**config.mk**
```make
export PLATFORM = sky130hd
export DESIGN_NAME = c_subset_lexer_flat
export DESIGN_NICKNAME = d
export VERILOG_FILES = /design/src/rtl/clex_pkg.sv /design/src/rtl/clex_if.sv /design/src/rtl/clex_front.sv /design/src/rtl/clex_queue.sv /design/src/rtl/clex_back.sv /design/src/rtl/c_subset_lexer.sv /design/src/flat_wrapper.sv
export SDC_FILE = /design/constraint.sdc
export NUM_CORES = 2
export LEC_CHECK = 0
export BUFFER_PORTS_ARGS = -buffer_cell sky130_fd_sc_hd__buf_2
export CORE_MARGIN = 5
export CORE_UTILIZATION = 59
export CTS_BUF_LIST = sky130_fd_sc_hd__clkbuf_8
export DETAILED_ROUTE_END_ITERATION = 16
export PLACE_DENSITY = 0.76
export SYNTH_ARGS = -nofsm -noshare
export SYNTH_HDL_FRONTEND = slang
export SYNTH_SLANG_ARGS = --single-unit
```
**constraint.sdc**
```tcl
create_clock -name i_clk -period 19.03 [get_ports i_clk]
set_clock_uncertainty 0.2 [all_clocks]
set_input_delay 3.806 -clock i_clk [delete_from_list [all_inputs] [get_ports i_clk]]
set_output_delay 3.806 -clock i_clk [all_outputs]
set_load 0.03 [all_outputs]
```
**src/rtl/clex_pkg.sv**
```systemverilog
// Package for the C subset lexer: token and group types, codes, keyword table
// and the character class and token closing functions.
// No dependencies; every other file of the block but clex_if.sv imports it.
`default_nettype none

package clex_pkg;

    localparam logic [15:0] MAX_INPUT = 16'hFFFF;
    localparam logic [34:0] NUM_MAX   = 35'd2147483647;
    localparam int          QDEPTH    = 4;
    localparam int          QAW       = $clog2(QDEPTH);

    // Lexer modes.
    localparam logic [2:0] M_IDLE  = 3'd0;
    localparam logic [2:0] M_NUM   = 3'd1;
    localparam logic [2:0] M_IDENT = 3'd2;
    localparam logic [2:0] M_PUNCT = 3'd3;
    localparam logic [2:0] M_DROP  = 3'd4;

    // Token kinds.
    localparam logic [2:0] K_NUM   = 3'd0;
    localparam logic [2:0] K_IDENT = 3'd1;
    localparam logic [2:0] K_KWORD = 3'd2;
    localparam logic [2:0] K_PUNCT = 3'd3;
    localparam logic [2:0] K_END   = 3'd4;
    localparam logic [2:0] K_ERROR = 3'd5;

    // Error codes.
    localparam logic [2:0] ERR_NONE   = 3'd0;
    localparam logic [2:0] ERR_LARGE  = 3'd1;
    localparam logic [2:0] ERR_LETTER = 3'd2;
    localparam logic [2:0] ERR_UPPER  = 3'd3;
    localparam logic [2:0] ERR_LONG   = 3'd4;
    localparam logic [2:0] ERR_BYTE   = 3'd5;

    localparam logic [7:0] CH_EQ = 8'h3D;

    localparam logic [7:0] KW_TEXT [5][6] = '{
        '{"r", "e", "t", "u", "r", "n"},
        '{"i", "f", 8'h00, 8'h00, 8'h00, 8'h00},
        '{"e", "l", "s", "e", 8'h00, 8'h00},
        '{"f", "o", "r", 8'h00, 8'h00, 8'h00},
        '{"w", "h", "i", "l", "e", 8'h00}
    };
    localparam logic [15:0] KW_LEN [5] = '{16'd6, 16'd2, 16'd4, 16'd3, 16'd5};

    typedef struct packed {
        logic [2:0]  kind;
        logic [30:0] value;
        logic [7:0]  second_byte;
        logic [15:0] start_offset;
        logic [15:0] token_length;
        logic [2:0]  error_code;
        logic        last_result;
    } t_tok;

    // All tokens caused by one source byte (one to three).
    typedef struct packed {
        logic [1:0]     cnt;
        t_tok [2:0]     tok;
    } t_grp;

    typedef struct packed {
        logic       emit;
        t_tok       tok;
        logic [2:0] err;
    } t_fin;

    function automatic logic is_digit(input logic [7:0] c);
        return c >= "0" && c <= "9";
    endfunction

    function automatic logic is_lower(input logic [7:0] c);
        return c >= "a" && c <= "z";
    endfunction

    function automatic logic is_upper(input logic [7:0] c);
        return c >= "A" && c <= "Z";
    endfunction

    function automatic logic is_space(input logic [7:0] c);
        return c == 8'd32 || (c >= 8'd9 && c <= 8'd13);
    endfunction

    function automatic logic is_punct(input logic [7:0] c);
        return (c >= 8'd33 && c <= 8'd47) || (c >= 8'd58 && c <= 8'd64) ||
               (c >= 8'd91 && c <= 8'd96) || (c >= 8'd123 && c <= 8'd126);
    endfunction

    function automatic t_tok mk_tok(input logic [2:0] kind, input logic [30:0] value,
                                    input logic [7:0] second, input logic [15:0] start,
                                    input logic [15:0] len, input logic [2:0] err,
                                    input logic lastr);
        t_tok t;
        t.kind         = kind;
        t.value        = value;
        t.second_byte  = second;
        t.start_offset = start;
        t.token_length = len;
        t.error_code   = err;
        t.last_result  = lastr;
        return t;
    endfunction

    // Closes the open token: gives the token to emit, or an error code.
    function automatic t_fin f_finish(input logic [2:0] mode, input logic [30:0] acc,
                                      input logic ovf, input logic [5:0][7:0] ident,
                                      input logic [7:0] pend, input logic [15:0] tstart,
                                      input logic [15:0] tcount);
        t_fin f;
        logic match;
        logic found;
        logic [30:0] kidx;
        f.emit = 1'b0;
        f.err  = ERR_NONE;
        f.tok  = '0;
        found  = 1'b0;
        kidx   = '0;
        if (mode == M_NUM) begin
            if (ovf) begin
                f.err = ERR_LARGE;
            end else begin
                f.emit = 1'b1;
                f.tok  = mk_tok(K_NUM, acc, 8'h00, tstart, tcount, ERR_NONE, 1'b0);
            end
        end else if (mode == M_IDENT) begin
            for (int k = 0; k < 5; k++) begin
                match = (tcount == KW_LEN[k]);
                for (int j = 0; j < 6; j++) begin
                    if (16'(j) < KW_LEN[k] && ident[j] != KW_TEXT[k][j]) begin
                        match = 1'b0;
                    end
                end
                if (match) begin
                    found = 1'b1;
                    kidx  = 31'(k);
                end
            end
            if (found) begin
                f.emit = 1'b1;
                f.tok  = mk_tok(K_KWORD, kidx, 8'h00, tstart, tcount, ERR_NONE, 1'b0);
            end else if (tcount != 16'd1) begin
                f.err = ERR_LONG;
            end else begin
                f.emit = 1'b1;
                f.tok  = mk_tok(K_IDENT, {23'd0, ident[0]}, 8'h00, tstart, 16'd1,
                                ERR_NONE, 1'b0);
            end
        end else if (mode == M_PUNCT) begin
            f.emit = 1'b1;
            f.tok  = mk_tok(K_PUNCT, {23'd0, pend}, 8'h00, tstart, 16'd1, ERR_NONE, 1'b0);
        end
        return f;
    endfunction

endpackage

`default_nettype wire

```
**src/rtl/clex_if.sv**
```systemverilog
// Channel interfaces of the C subset lexer: source bytes in, tokens out.
// Depends on nothing but the valid/ready handshake convention.
`default_nettype none

interface clex_in_if;
    logic       valid;
    logic       ready;
    logic [7:0] char_byte;
    logic       last;
    modport source(output valid, char_byte, last, input ready);
    modport sink(input valid, char_byte, last, output ready);
endinterface

interface clex_out_if;
    logic        valid;
    logic        ready;
    logic [2:0]  kind;
    logic [30:0] value;
    logic [7:0]  second_byte;
    logic [15:0] start_offset;
    logic [15:0] token_length;
    logic [2:0]  error_code;
    logic        last_result;
    modport source(output valid, kind, value, second_byte, start_offset, token_length,
                   error_code, last_result, input ready);
    modport sink(input valid, kind, value, second_byte, start_offset, token_length,
                 error_code, last_result, output ready);
endinterface

`default_nettype wire

```
**src/rtl/clex_front.sv**
```systemverilog
// Front end of the lexer: takes one byte a cycle while not full, advances the
// lexer state and builds the token group the byte completes. Uses clex_pkg, clex_in_if.
`default_nettype none

module clex_front (
    input  wire logic         i_clk,
    input  wire logic         i_rst_n,
    clex_in_if.sink           i_in,
    input  wire logic         i_full,
    output logic              o_push,
    output clex_pkg::t_grp    o_grp
);
    import clex_pkg::*;

    logic [2:0]       r_mode,   n_mode;
    logic [30:0]      r_acc,    n_acc;
    logic             r_ovf,    n_ovf;
    logic [5:0][7:0]  r_ident,  n_ident;
    logic [7:0]       r_pend,   n_pend;
    logic [15:0]      r_tstart, n_tstart;
    logic [15:0]      r_tcount, n_tcount;
    logic [15:0]      r_bpos,   n_bpos;

    logic        accept;
    logic [7:0]  c;
    logic        lst;
    logic [2:0]  err;
    logic [15:0] err_at;
    logic        used;
    logic        rst_all;
    logic [34:0] acc10;
    t_fin        fin;
    t_grp        grp;

    assign i_in.ready = !i_full;
    assign accept     = i_in.valid && !i_full;
    assign c          = i_in.char_byte;
    assign lst        = i_in.last;

    // Multiply by ten as two shifted adds, then the new digit.
    assign acc10 = {1'b0, r_acc, 3'b000} + {3'b000, r_acc, 1'b0} + {31'd0, c[3:0]};

    always_comb begin
        n_mode   = r_mode;
        n_acc    = r_acc;
        n_ovf    = r_ovf;
        n_ident  = r_ident;
        n_pend   = r_pend;
        n_tstart = r_tstart;
        n_tcount = r_tcount;
        n_bpos   = r_bpos;
        err      = ERR_NONE;
        err_at   = 16'd0;
        used     = 1'b0;
        rst_all  = 1'b0;
        fin      = '0;
        grp      = '0;

        if (r_mode == M_DROP) begin
            if (lst) begin
                rst_all = 1'b1;
            end else if (r_bpos < MAX_INPUT) begin
                n_bpos = r_bpos + 16'd1;
            end
        end else begin
            // Continue or close the open token.
            unique case (r_mode)
                M_NUM: begin
                    if (is_digit(c)) begin
                        if (acc10 > NUM_MAX) begin
                            n_acc = NUM_MAX[30:0];
                            n_ovf = 1'b1;
                        end else begin
                            n_acc = acc10[30:0];
                        end
                        if (r_tcount != 16'hFFFF) n_tcount = r_tcount + 16'd1;
                        used = 1'b1;
                    end else if (r_ovf) begin
                        err    = ERR_LARGE;
                        err_at = r_tstart;
                    end else if (is_lower(c) || is_upper(c) || c == ".") begin
                        err    = ERR_LETTER;
                        err_at = r_tstart;
                    end else begin
                        fin    = f_finish(r_mode, r_acc, r_ovf, r_ident, r_pend,
                                          r_tstart, r_tcount);
                        n_mode = M_IDLE;
                        if (fin.emit) begin
                            grp.tok[grp.cnt] = fin.tok;
                            grp.cnt          = grp.cnt + 2'd1;
                        end
                    end
                end
                M_IDENT: begin
                    if (is_lower(c) || is_upper(c) || is_digit(c) || c == "_") begin
                        if (r_tcount < 16'd6) n_ident[r_tcount[2:0]] = c;
                        if (r_tcount != 16'hFFFF) n_tcount = r_tcount + 16'd1;
                        used = 1'b1;
                    end else begin
                        fin    = f_finish(r_mode, r_acc, r_ovf, r_ident, r_pend,
                                          r_tstart, r_tcount);
                        n_mode = M_IDLE;
                        err    = fin.err;
                        err_at = r_tstart;
                        if (fin.emit) begin
                            grp.tok[grp.cnt] = fin.tok;
                            grp.cnt          = grp.cnt + 2'd1;
                        end
                    end
                end
                M_PUNCT: begin
                    n_mode = M_IDLE;
                    if (c == CH_EQ) begin
                        grp.tok[grp.cnt] = mk_tok(K_PUNCT, {23'd0, r_pend}, CH_EQ,
                                                  r_tstart, 16'd2, ERR_NONE, 1'b0);
                        grp.cnt          = grp.cnt + 2'd1;
                        used             = 1'b1;
                    end else begin
                        grp.tok[grp.cnt] = mk_tok(K_PUNCT, {23'd0, r_pend}, 8'h00,
                                                  r_tstart, 16'd1, ERR_NONE, 1'b0);
                        grp.cnt          = grp.cnt + 2'd1;
                    end
                end
                default: begin
                end
            endcase

            // A byte not taken by the open token starts something new.
            if (err == ERR_NONE && !used) begin
                priority if (is_space(c)) begin
                end else if (is_digit(c)) begin
                    n_mode   = M_NUM;
                    n_acc    = {27'd0, c[3:0]};
                    n_ovf    = 1'b0;
                    n_tstart = r_bpos;
                    n_tcount = 16'd1;
                end else if (is_lower(c)) begin
                    n_mode       = M_IDENT;
                    n_ident[0]   = c;
                    n_tstart     = r_bpos;
                    n_tcount     = 16'd1;
                end else if (is_upper(c)) begin
                    err    = ERR_UPPER;
                    err_at = r_bpos;
                end else if (c == CH_EQ || c == "!" || c == "<" || c == ">") begin
                    n_mode   = M_PUNCT;
                    n_pend   = c;
                    n_tstart = r_bpos;
                    n_tcount = 16'd1;
                end else if (is_punct(c)) begin
                    grp.tok[grp.cnt] = mk_tok(K_PUNCT, {23'd0, c}, 8'h00, r_bpos, 16'd1,
                                              ERR_NONE, 1'b0);
                    grp.cnt          = grp.cnt + 2'd1;
                end else begin
                    err    = ERR_BYTE;
                    err_at = r_bpos;
                end
            end

            // The final byte flushes the open token and closes the text.
            if (err == ERR_NONE && lst) begin
                fin    = f_finish(n_mode, n_acc, n_ovf, n_ident, n_pend, n_tstart,
                                  n_tcount);
                err    = fin.err;
                err_at = n_tstart;
                if (fin.emit) begin
                    grp.tok[grp.cnt] = fin.tok;
                    grp.cnt          = grp.cnt + 2'd1;
                end
                if (fin.err == ERR_NONE) begin
                    grp.tok[grp.cnt] = mk_tok(K_END, 31'd0, 8'h00,
                                              (r_bpos < MAX_INPUT) ? r_bpos + 16'd1 : r_bpos,
                                              16'd0, ERR_NONE, 1'b1);
                    grp.cnt          = grp.cnt + 2'd1;
                    rst_all          = 1'b1;
                end
            end

            if (err != ERR_NONE) begin
                grp.tok[grp.cnt] = mk_tok(K_ERROR, 31'd0, 8'h00, err_at, 16'd0, err, 1'b1);
                grp.cnt          = grp.cnt + 2'd1;
                if (lst) begin
                    rst_all = 1'b1;
                end else begin
                    n_mode = M_DROP;
                end
            end

            if (!rst_all && r_bpos < MAX_INPUT) begin
                n_bpos = r_bpos + 16'd1;
            end
        end

        if (rst_all) begin
            n_mode   = M_IDLE;
            n_acc    = 31'd0;
            n_ovf    = 1'b0;
            n_pend   = 8'h00;
            n_tstart = 16'd0;
            n_tcount = 16'd0;
            n_bpos   = 16'd0;
        end
    end

    assign o_push = accept && grp.cnt != 2'd0;
    assign o_grp  = grp;

    always_ff @(posedge i_clk) begin
        if (!i_rst_n) begin
            r_mode   <= M_IDLE;
            r_acc    <= 31'd0;
            r_ovf    <= 1'b0;
            r_pend   <= 8'h00;
            r_tstart <= 16'd0;
            r_tcount <= 16'd0;
            r_bpos   <= 16'd0;
        end else if (accept) begin
            r_mode   <= n_mode;
            r_acc    <= n_acc;
            r_ovf    <= n_ovf;
            r_pend   <= n_pend;
            r_tstart <= n_tstart;
            r_tcount <= n_tcount;
            r_bpos   <= n_bpos;
        end
    end

    always_ff @(posedge i_clk) begin
        if (accept) begin
            r_ident <= n_ident;
        end
    end

    // While bytes are being dropped after an error, nothing is emitted.
    a_drop_silent: assert property (@(posedge i_clk) disable iff (!i_rst_n)
        (accept && r_mode == M_DROP) |-> !o_push)
        else $error("token emitted while dropping bytes");

    // An error that is not on the final byte leaves the lexer dropping bytes.
    a_err_drop: assert property (@(posedge i_clk) disable iff (!i_rst_n)
        (accept && err != ERR_NONE && !lst) |=> r_mode == M_DROP)
        else $error("lexer not dropping after an error");

endmodule

`default_nettype wire

```
**src/rtl/clex_queue.sv**
```systemverilog
// Short queue of token groups between the lexer front and the output back end.
// Uses clex_pkg for the group type and depth.
`default_nettype none

module clex_queue (
    input  wire logic            i_clk,
    input  wire logic            i_rst_n,
    input  wire logic            i_push,
    input  wire clex_pkg::t_grp  i_data,
    output logic                 o_full,
    output logic                 o_valid,
    output clex_pkg::t_grp       o_data,
    input  wire logic            i_pop
);
    import clex_pkg::*;

    t_grp               r_mem [QDEPTH];
    logic [QAW-1:0]     r_wp;
    logic [QAW-1:0]     r_rp;
    logic [QAW:0]       r_cnt;

    assign o_full  = r_cnt == (QAW+1)'(QDEPTH);
    assign o_valid = r_cnt != '0;
    assign o_data  = r_mem[r_rp];

    always_ff @(posedge i_clk) begin
        if (i_push) begin
            r_mem[r_wp] <= i_data;
        end
    end

    always_ff @(posedge i_clk) begin
        if (!i_rst_n) begin
            r_wp  <= '0;
            r_rp  <= '0;
            r_cnt <= '0;
        end else begin
            if (i_push) r_wp <= r_wp + 1'b1;
            if (i_pop)  r_rp <= r_rp + 1'b1;
            if (i_push && !i_pop) begin
                r_cnt <= r_cnt + 1'b1;
            end else if (i_pop && !i_push) begin
                r_cnt <= r_cnt - 1'b1;
            end
        end
    end

    a_no_overrun: assert property (@(posedge i_clk) disable iff (!i_rst_n)
        o_full |-> !i_push)
        else $error("write into a full queue");

    a_no_underrun: assert property (@(posedge i_clk) disable iff (!i_rst_n)
        i_pop |-> o_valid)
        else $error("read from an empty queue");

endmodule

`default_nettype wire

```
**src/rtl/clex_back.sv**
```systemverilog
// Back end of the lexer: walks the head group of the queue and hands its tokens
// out one per cycle while the sink is ready, through an output register. Uses clex_pkg, clex_out_if.
`default_nettype none

module clex_back (
    input  wire logic            i_clk,
    input  wire logic            i_rst_n,
    input  wire logic            i_q_valid,
    input  wire clex_pkg::t_grp  i_head,
    output logic                 o_pop,
    clex_out_if.source           o_out
);
    import clex_pkg::*;

    t_tok        r_tok;
    logic        r_valid;
    logic [1:0]  r_idx;
    logic        load;
    logic        last_in_grp;

    assign load        = i_q_valid && (!r_valid || o_out.ready);
    assign last_in_grp = r_idx == i_head.cnt - 2'd1;
    assign o_pop       = load && last_in_grp;

    always_ff @(posedge i_clk) begin
        if (!i_rst_n) begin
            r_valid <= 1'b0;
            r_idx   <= 2'd0;
        end else begin
            if (load) begin
                r_valid <= 1'b1;
                r_idx   <= last_in_grp ? 2'd0 : r_idx + 2'd1;
            end else if (o_out.ready) begin
                r_valid <= 1'b0;
            end
        end
    end

    always_ff @(posedge i_clk) begin
        if (load) begin
            r_tok <= i_head.tok[r_idx];
        end
    end

    assign o_out.valid        = r_valid;
    assign o_out.kind         = r_tok.kind;
    assign o_out.value        = r_tok.value;
    assign o_out.second_byte  = r_tok.second_byte;
    assign o_out.start_offset = r_tok.start_offset;
    assign o_out.token_length = r_tok.token_length;
    assign o_out.error_code   = r_tok.error_code;
    assign o_out.last_result  = r_tok.last_result;

    // The walk position never passes the size of the group being read.
    a_idx_in_grp: assert property (@(posedge i_clk) disable iff (!i_rst_n)
        i_q_valid |-> (r_idx < i_head.cnt))
        else $error("token index beyond its group");

endmodule

`default_nettype wire

```
**src/rtl/c_subset_lexer.sv**
```systemverilog
// C subset lexer: one source byte in per cycle while the queue has room, tokens
// out one per cycle while the output is ready. The front end classifies each
// byte and accepts a new one every cycle while its four-entry group queue has
// room; a byte completes up to three tokens (a closed token, a one-byte
// punctuator and the end token), which the back end hands out one per cycle. A
// completed token is written into the group queue and then into the output
// register. Uses clex_pkg and clex_if.
`default_nettype none

module c_subset_lexer (
    input  wire logic    i_clk,
    input  wire logic    i_rst_n,
    clex_in_if.sink      i_in,
    clex_out_if.source   o_out
);
    import clex_pkg::*;

    logic  push;
    logic  pop;
    logic  full;
    logic  q_valid;
    t_grp  grp_in;
    t_grp  grp_head;

    clex_front u_front (
        .i_clk   (i_clk),
        .i_rst_n (i_rst_n),
        .i_in    (i_in),
        .i_full  (full),
        .o_push  (push),
        .o_grp   (grp_in)
    );

    clex_queue u_queue (
        .i_clk   (i_clk),
        .i_rst_n (i_rst_n),
        .i_push  (push),
        .i_data  (grp_in),
        .o_full  (full),
        .o_valid (q_valid),
        .o_data  (grp_head),
        .i_pop   (pop)
    );

    clex_back u_back (
        .i_clk     (i_clk),
        .i_rst_n   (i_rst_n),
        .i_q_valid (q_valid),
        .i_head    (grp_head),
        .o_pop     (pop),
        .o_out     (o_out)
    );

endmodule

`default_nettype wire
```
**src/flat_wrapper.sv**
```systemverilog
// flat-port wrapper written by rule: the top's interface ports become plain ports
module c_subset_lexer_flat import clex_pkg::*;
  (i_clk, i_rst_n, i_in_valid, i_in_char_byte, i_in_last, i_in_ready, o_out_valid, o_out_kind, o_out_value, o_out_second_byte, o_out_start_offset, o_out_token_length, o_out_error_code, o_out_last_result, o_out_ready);
  clex_in_if i_in_i ();
  clex_out_if o_out_i ();
  input  wire logic i_clk;
  input  wire logic i_rst_n;
  input wire logic [$bits(i_in_i.valid)-1:0] i_in_valid;
  input wire logic [$bits(i_in_i.char_byte)-1:0] i_in_char_byte;
  input wire logic [$bits(i_in_i.last)-1:0] i_in_last;
  output wire logic [$bits(i_in_i.ready)-1:0] i_in_ready;
  output wire logic [$bits(o_out_i.valid)-1:0] o_out_valid;
  output wire logic [$bits(o_out_i.kind)-1:0] o_out_kind;
  output wire logic [$bits(o_out_i.value)-1:0] o_out_value;
  output wire logic [$bits(o_out_i.second_byte)-1:0] o_out_second_byte;
  output wire logic [$bits(o_out_i.start_offset)-1:0] o_out_start_offset;
  output wire logic [$bits(o_out_i.token_length)-1:0] o_out_token_length;
  output wire logic [$bits(o_out_i.error_code)-1:0] o_out_error_code;
  output wire logic [$bits(o_out_i.last_result)-1:0] o_out_last_result;
  input wire logic [$bits(o_out_i.ready)-1:0] o_out_ready;
  assign i_in_i.valid = i_in_valid;
  assign i_in_i.char_byte = i_in_char_byte;
  assign i_in_i.last = i_in_last;
  assign i_in_ready = i_in_i.ready;
  assign o_out_valid = o_out_i.valid;
  assign o_out_kind = o_out_i.kind;
  assign o_out_value = o_out_i.value;
  assign o_out_second_byte = o_out_i.second_byte;
  assign o_out_start_offset = o_out_i.start_offset;
  assign o_out_token_length = o_out_i.token_length;
  assign o_out_error_code = o_out_i.error_code;
  assign o_out_last_result = o_out_i.last_result;
  assign o_out_i.ready = o_out_ready;
  c_subset_lexer u_core (.i_clk(i_clk), .i_rst_n(i_rst_n), .i_in(i_in_i), .o_out(o_out_i));
endmodule
```
* Word-level counts from Yosys, hierarchy flattened
Memory sizes are Yosys's and may differ from the RTL's. A register that Yosys moved wholly into a read port is not among the register bits.
Index checks and enable logic that the tools add are counted.
** Word-level totals
- Register bits :: 227
- Bits in latches :: 0
- Bits in writable memories :: 944
- Memory bits (read-only) :: 0
- Word-level logic and storage cells :: 504
- Memories kept :: 1
** Memory list
- u_core.u_queue.r_mem :: depth 4, bits a word 236, read ports 1, clocked after Yosys merged registers in 1, wr ports 1, RTL line clex_queue.sv:17 : t_grp r_mem [QDEPTH];
** Cells by class
- Add/subtract/negate cells :: 14
- Multiply operators :: 0
- Divide/modulo/power cells :: 0
- Magnitude comparators :: 30
- Eq/ne operators :: 71
- Shift operators :: 0
- Muxes and demuxes :: 310
- Bitwise logic cells :: 1
- Reduce and logical (&&, ||, !) cells :: 52
** Operator list (count)
- $mux W236 :: 16
- $mux W82 :: 12
- $bwmux W234 :: 4
- $mux W78 :: 12
- $mux W79 :: 8
- $demux W78 S2 :: 4
- $mux W16 :: 38
- $mux W31 :: 14
- $ne A8 B7 Y1 const B :: 40
- $pmux W78 S3 :: 1
- $mux W48 :: 4
- $bmux W78 S2 :: 1
- $mux W1 :: 132
- $mux W8 :: 14
- $mux W3 :: 34
- $eq A16 B3 Y1 const B :: 6
- $eq A16 B2 Y1 const B :: 4
- $pmux W16 S2 :: 2
- $bwmux W48 :: 1
- $eq A8 B6 Y1 const B :: 6
- $mux W42 :: 1
- $le A8 B7 Y1 const B :: 5
- $add A34 B32 Y35 :: 1
- $add A35 B4 Y35 :: 1
- other kinds (40) :: 117

* Depth between registers and ports, before layout
- Word-level depth :: 82
- Gate-level depth with buffers :: 33

* Cells and area by module
A second synthesis with hierarchy kept.
** Second synthesis, totals
- Cells, all modules :: 3843
- Area total of the unflattened synthesis :: 54458.5 um^2
** Modules (own cells, without submodules)
- clex_queue :: instances 1, cells each 1275, area each 34413.0 um^2, sequential area each 28527.4 um^2
- clex_front :: instances 1, cells each 2207, area each 15886.5 um^2, sequential area each 3263.1 um^2
- clex_back :: instances 1, cells each 361, area each 4159.0 um^2, sequential area each 2402.3 um^2

* Worst setup path after synthesis
OpenSTA, ideal clock, no wires.
- Path type :: input-to-reg
- Start point :: in i_in_char_byte[6]
- End point :: mem u_core.u_queue.r_mem[0][100] (netlist bit), enable pin
- Setup time :: 0.597 ns
- Arrival time :: 13.900 ns
- Path slack :: 4.333 ns
- Cell stages on the path :: 26
- Path buffers :: 3
- Path through :: buf_2 nand4bb_4 nor2_2 o21ai_2 a2111oi_2 buf_4 mux2_2 or4_1 nor4_1 o211ai_1 nand3_1 o21ai_4 clkbuf_2 or2_2 nor2_1 a21o_1 inv_1 ha_1 or3_1 o21ai_0 ha_1 inv_1 nand3_1 and3_1 a21boi_4 and2_1
** Between the ends
- Cells in the longest elaborated chain, start to end :: 53
- Elaborated cells between the ends (all ways) :: 228
- Classes of those cells :: 4 x add/sub; 16 x order compare; 36 x eq/ne; 144 x mux; 28 x reduce/logical
** Ends and longest elaborated chain
- start, declared :: RTL line flat_wrapper.sv:9 : input wire logic [$bits(i_in_i.char_byte)-1:0] i_in_char_byte;
- $ge A8 B7 Y1, or another cell as far along :: RTL line clex_pkg.sv:74 : return c >= "a" && c <= "z";
- $logic_and A1 B1 Y1 (on tied branches) :: RTL line clex_pkg.sv:74, clex_pkg.sv:78
- $logic_or A1 B1 Y1 :: RTL line clex_front.sv:81, clex_front.sv:95
- $logic_or A1 B1 Y1 (2 in series) :: RTL line clex_front.sv:95 : if (is_lower(c) || is_upper(c) || is_digit(c) || c == "_") begin
- $mux W16 :: RTL line clex_front.sv:95
- $pmux W16 S2 :: RTL line clex_front.sv:67 : unique case (r_mode)
- $mux W16 :: RTL line clex_front.sv:145 : end else if (c == CH_EQ || c == "!" || c == "<" || c == ">") begin
- $mux W16 :: RTL line clex_front.sv:142 : end else if (is_upper(c)) begin
- [37 not listed]
- $add A2 B1 Y2 :: RTL line clex_front.sv:181 : grp.cnt = grp.cnt + 2'd1;
- $mux W236 (*) :: RTL line clex_front.sv:179 : if (err != ERR_NONE) begin
- $mux W236 (*) :: RTL line clex_front.sv:59 : if (r_mode == M_DROP) begin
- $reduce_bool A2 Y1 (*) :: RTL line clex_front.sv:205 : assign o_push = accept && grp.cnt != 2'd0;
- $logic_and A1 B1 Y1 (*) :: RTL line clex_front.sv:205
- via u_core.push :: RTL line c_subset_lexer.sv:18 : logic push;
- $mux W1 (*) :: RTL line clex_queue.sv:27 : if (i_push) begin
- $mux W1 (implied by the code) (*) :: RTL line clex_queue.sv:28 : r_mem[r_wp] <= i_data;
- end, declared :: RTL line clex_queue.sv:17
Mark *: on every way through the listed nets, which the timed path passes. The rest lies on a longest branch. The select of a mux whose other input is x is not followed.

* Worst setup path in the final report
- Start point :: in i_in_char_byte[4]
- End point :: mem u_core.u_queue.r_mem[0][180] (netlist bit), enable pin
Same word-level chain as after synthesis.

==> results.py <==
metrics = {
    "yosys": {
        "yosys_warnings": 0,
        "ys_ff_latch": 1061,
        "synth_area_um2": 50100,
        "async_flop_share": 0,
        "synth_cell_types": 115,
        "synth_flop_cell": "edfxtp_1",
        "syn_inst": 3652,
        "ys_seq_area_frac": 0.615,
        "synth_area_per_cell_um2": 13.7,
        "synth-edff-count": 958,
    },
    "floorplan": {
        "pin_count": 93,
        "die_x_um": 301,
        "die_h_um": 301,
        "rows": 106,
        "start_util": 0.597,
        "core_area_um2": 84000,
        "die-area_um2": 90800,
    },
    "finish": {
        "final_common_cell": "edfxtp_1",
        "final_cell_mix": "edfxtp_1, nand2_1, mux4_2, nor2_1, o21ai_0",
        "drive_gt1_frac": 0.183,
        "nNetsFinal": 3823,
        "syn_to_final_growth_pct": 9.18,
    },
    "detailed_routing": {
        "routed-via-count": 32800,
        "viasPerCell": 6.58,
        "avgRoutedWirePerCell_um": 25.6,
        "route.detailed.drc": 0,
        "ant_nets": 0,
        "routed_wl_um": 128000,
        "drtIter0Drc": 4468,
        "drt_first_pass_iters": 9,
    },
    "clock_network": {
        "post_cts_buffers": 0,
        "insertion_delay_ns": 0.84,
        "cts.sinks": 1061,
        "cts_buffers": 166,
        "path_clk_slew_ns": 0.06,
        "cts-resized-gates": 0,
        "htreeDepth": 4,
        "hold_buffers": 0,
        "cts_tree": "done",
        "cts-root-buf": "clkbuf_8",
        "clk_path_buf_depth": 3,
    },
    "setup_path": {
        "path_class": "in2reg",
        "cp.required_ns": 19.25,
        "cp-start-kind": "primary input",
        "cpPeakStageDelay_ns": 0.99,
        "crit_path_end_kind": "flop",
        "ff2ff_setup_slack_ns": 9.31,
        "critPathSlowestCell": "a2111oi_4",
        "arrival_ns": 12.34,
        "critPathMaxFanout": 144,
    },
    "global_routing": {
        "use_met2": 0.415,
        "grt_pass1_wl_um": 195000,
        "antenna_found_initial": 4,
        "grt_util_met1": 0.419,
        "grt.total_usage": 0.281,
        "use_met3": 0.0655,
        "grt_max_degree": 151,
        "grt_pass1_vias": 31800,
        "gr-total-overflow": 0,
        "busiest_layer": "met1",
    },
    "power_and_ir_drop": {
        "totalPowerFinal_mw": 5.99,
        "ir_worst_vdd_mv": 0.0951,
        "p_leak_nw": 18.4,
        "p_per_area_nw_per_um2": 109,
    },
    "timing": {
        "holdWs_ns": 0.279,
        "period_share": 0.637,
        "layout_min_cycle_time_ns": 12.12,
        "fin_tns_setup_ns": 0,
        "relSlewSlack": 0.155,
        "tightest_slew_ns": 1.27,
        "final-setup-viol-count": 0,
        "rsz0062_at_grt": "no",
        "finalHoldViolCount": 0,
        "slew_violations": 0,
        "fmax_ghz": 0.0825,
    },
    "placed_design": {
        "routabilityCongestion": 0.997,
        "hpwl_um": 80300,
        "portBuffers": 89,
    },
    "worst_hold_path": {
        "hold_class": "reg2reg",
    },
    "job": {
        "drv_cap": 0,
    },
    "outcome": {
        "run_status": "finished clean",
    },
}
## routing by layer
layer  vias to the layer above  part of all wire
met4                         2             0.029
met3                       270              0.11
met2                      1929              0.45
met1                     16300              0.41
met5                         -            0.0011
li1                      14400                 -
## critical path: cells and delay by family
kind / cells / cell delay, ns
simple gates: 10 / 2.86
fa+ha+maj: 2 / 0.49
compound gates: 8 / 3.05
buf+inv: 4 / 1.25
mux: 1 / 0.55
## power by group
group          internal [mW]  leakage (nW)  switching, mW
logic                  0.393          6.57          0.771
clock network          0.944          1.81          0.889
registers               2.88          9.98          0.107
## layout make-up
class | instances | area [um^2]
Multi-Input combinational cell | 2281 | 18100
Timing Repair Buffer | 153 | 976
Inverter | 63 | 236
Fill cell | 5937 | 29300
Tap cell | 1134 | 1420
Sequential cell | 1061 | 30800
Antenna cell | 3 | 7.51
Clock inverter | 128 | 795
Clock buffer | 170 | 2340
## kinds of logic after synthesis
family	count (synthesis)	synth area share
compound gates	744	0.0988
xor+xnor	41	0.00717
fa+ha+maj	84	0.0214
buf+inv	312	0.0257
flops	1061	0.615
mux	355	0.125
other cells	1	0.0000749
simple gates	1054	0.107
## per-stage QoR
step	setup slack, ns	cells	utilization	area [um^2]
2_1_floorplan	4.33	3654	-	50100
3_3_place_gp	6.37	4692	0.614	51600
3_5_place_dp	6.26	4692	0.614	51600
4_1_cts	7.13	4990	0.651	54700
5_1_grt	6.44	4991	0.651	54700
6_report	6.91	4993	0.651	54700
## path summary, 6_finish.rpt
check                         startpoint                           end  cells after the start
max                    i_in_char_byte[4]  u_core.u_queue.r_mem[0][180]                     25
min             u_core.u_front.r_pend[4]      u_core.u_front.r_pend[4]                      2
max reg2reg  u_core.u_front.r_tcount[12]  u_core.u_queue.r_mem[0][180]                     23
min reg2reg     u_core.u_front.r_pend[4]      u_core.u_front.r_pend[4]                      2
## sequential cells by signal, indices dropped and copies added, names as in the netlist, 8 cells and up, named ones only
signal,flops
u_core.u_front.r_pend,8
u_core.u_queue.r_mem,840
u_core.u_front.r_acc,31
u_core.u_back.o_out.value,31
u_core.u_front.r_ident,48
u_core.u_back.o_out.start_offset,16
u_core.u_front.r_bpos,16
u_core.u_front.r_tcount,16
u_core.u_front.r_tstart,16
u_core.u_back.o_out.token_length,16
## cell usage after synthesis, types with 30 or more instances
| master | count | area share |
|---|---|---|
| a21oi_1 | 173 | 0.017 |
| a22o_1 | 44 | 0.0077 |
| a22oi_1 | 75 | 0.011 |
| and2_1 | 52 | 0.0065 |
| and3_1 | 64 | 0.0080 |
| buf_1 | 34 | 0.0025 |
| clkbuf_1 | 170 | 0.013 |
| dfxtp_1 | 103 | 0.041 |
| edfxtp_1 | 958 | 0.57 |
| ha_1 | 81 | 0.020 |
| inv_1 | 63 | 0.0047 |
| mux2_2 | 47 | 0.011 |
| mux2i_1 | 98 | 0.020 |
| mux4_2 | 210 | 0.094 |
| nand2_1 | 357 | 0.027 |
| nand3_1 | 69 | 0.0069 |
| nor2_1 | 206 | 0.015 |
| nor2b_1 | 68 | 0.0085 |
| nor3_1 | 42 | 0.0042 |
| o21ai_0 | 200 | 0.020 |
| or3_1 | 30 | 0.0037 |
| xnor2_1 | 32 | 0.0056 |
(Power assumes the default switching activity.)
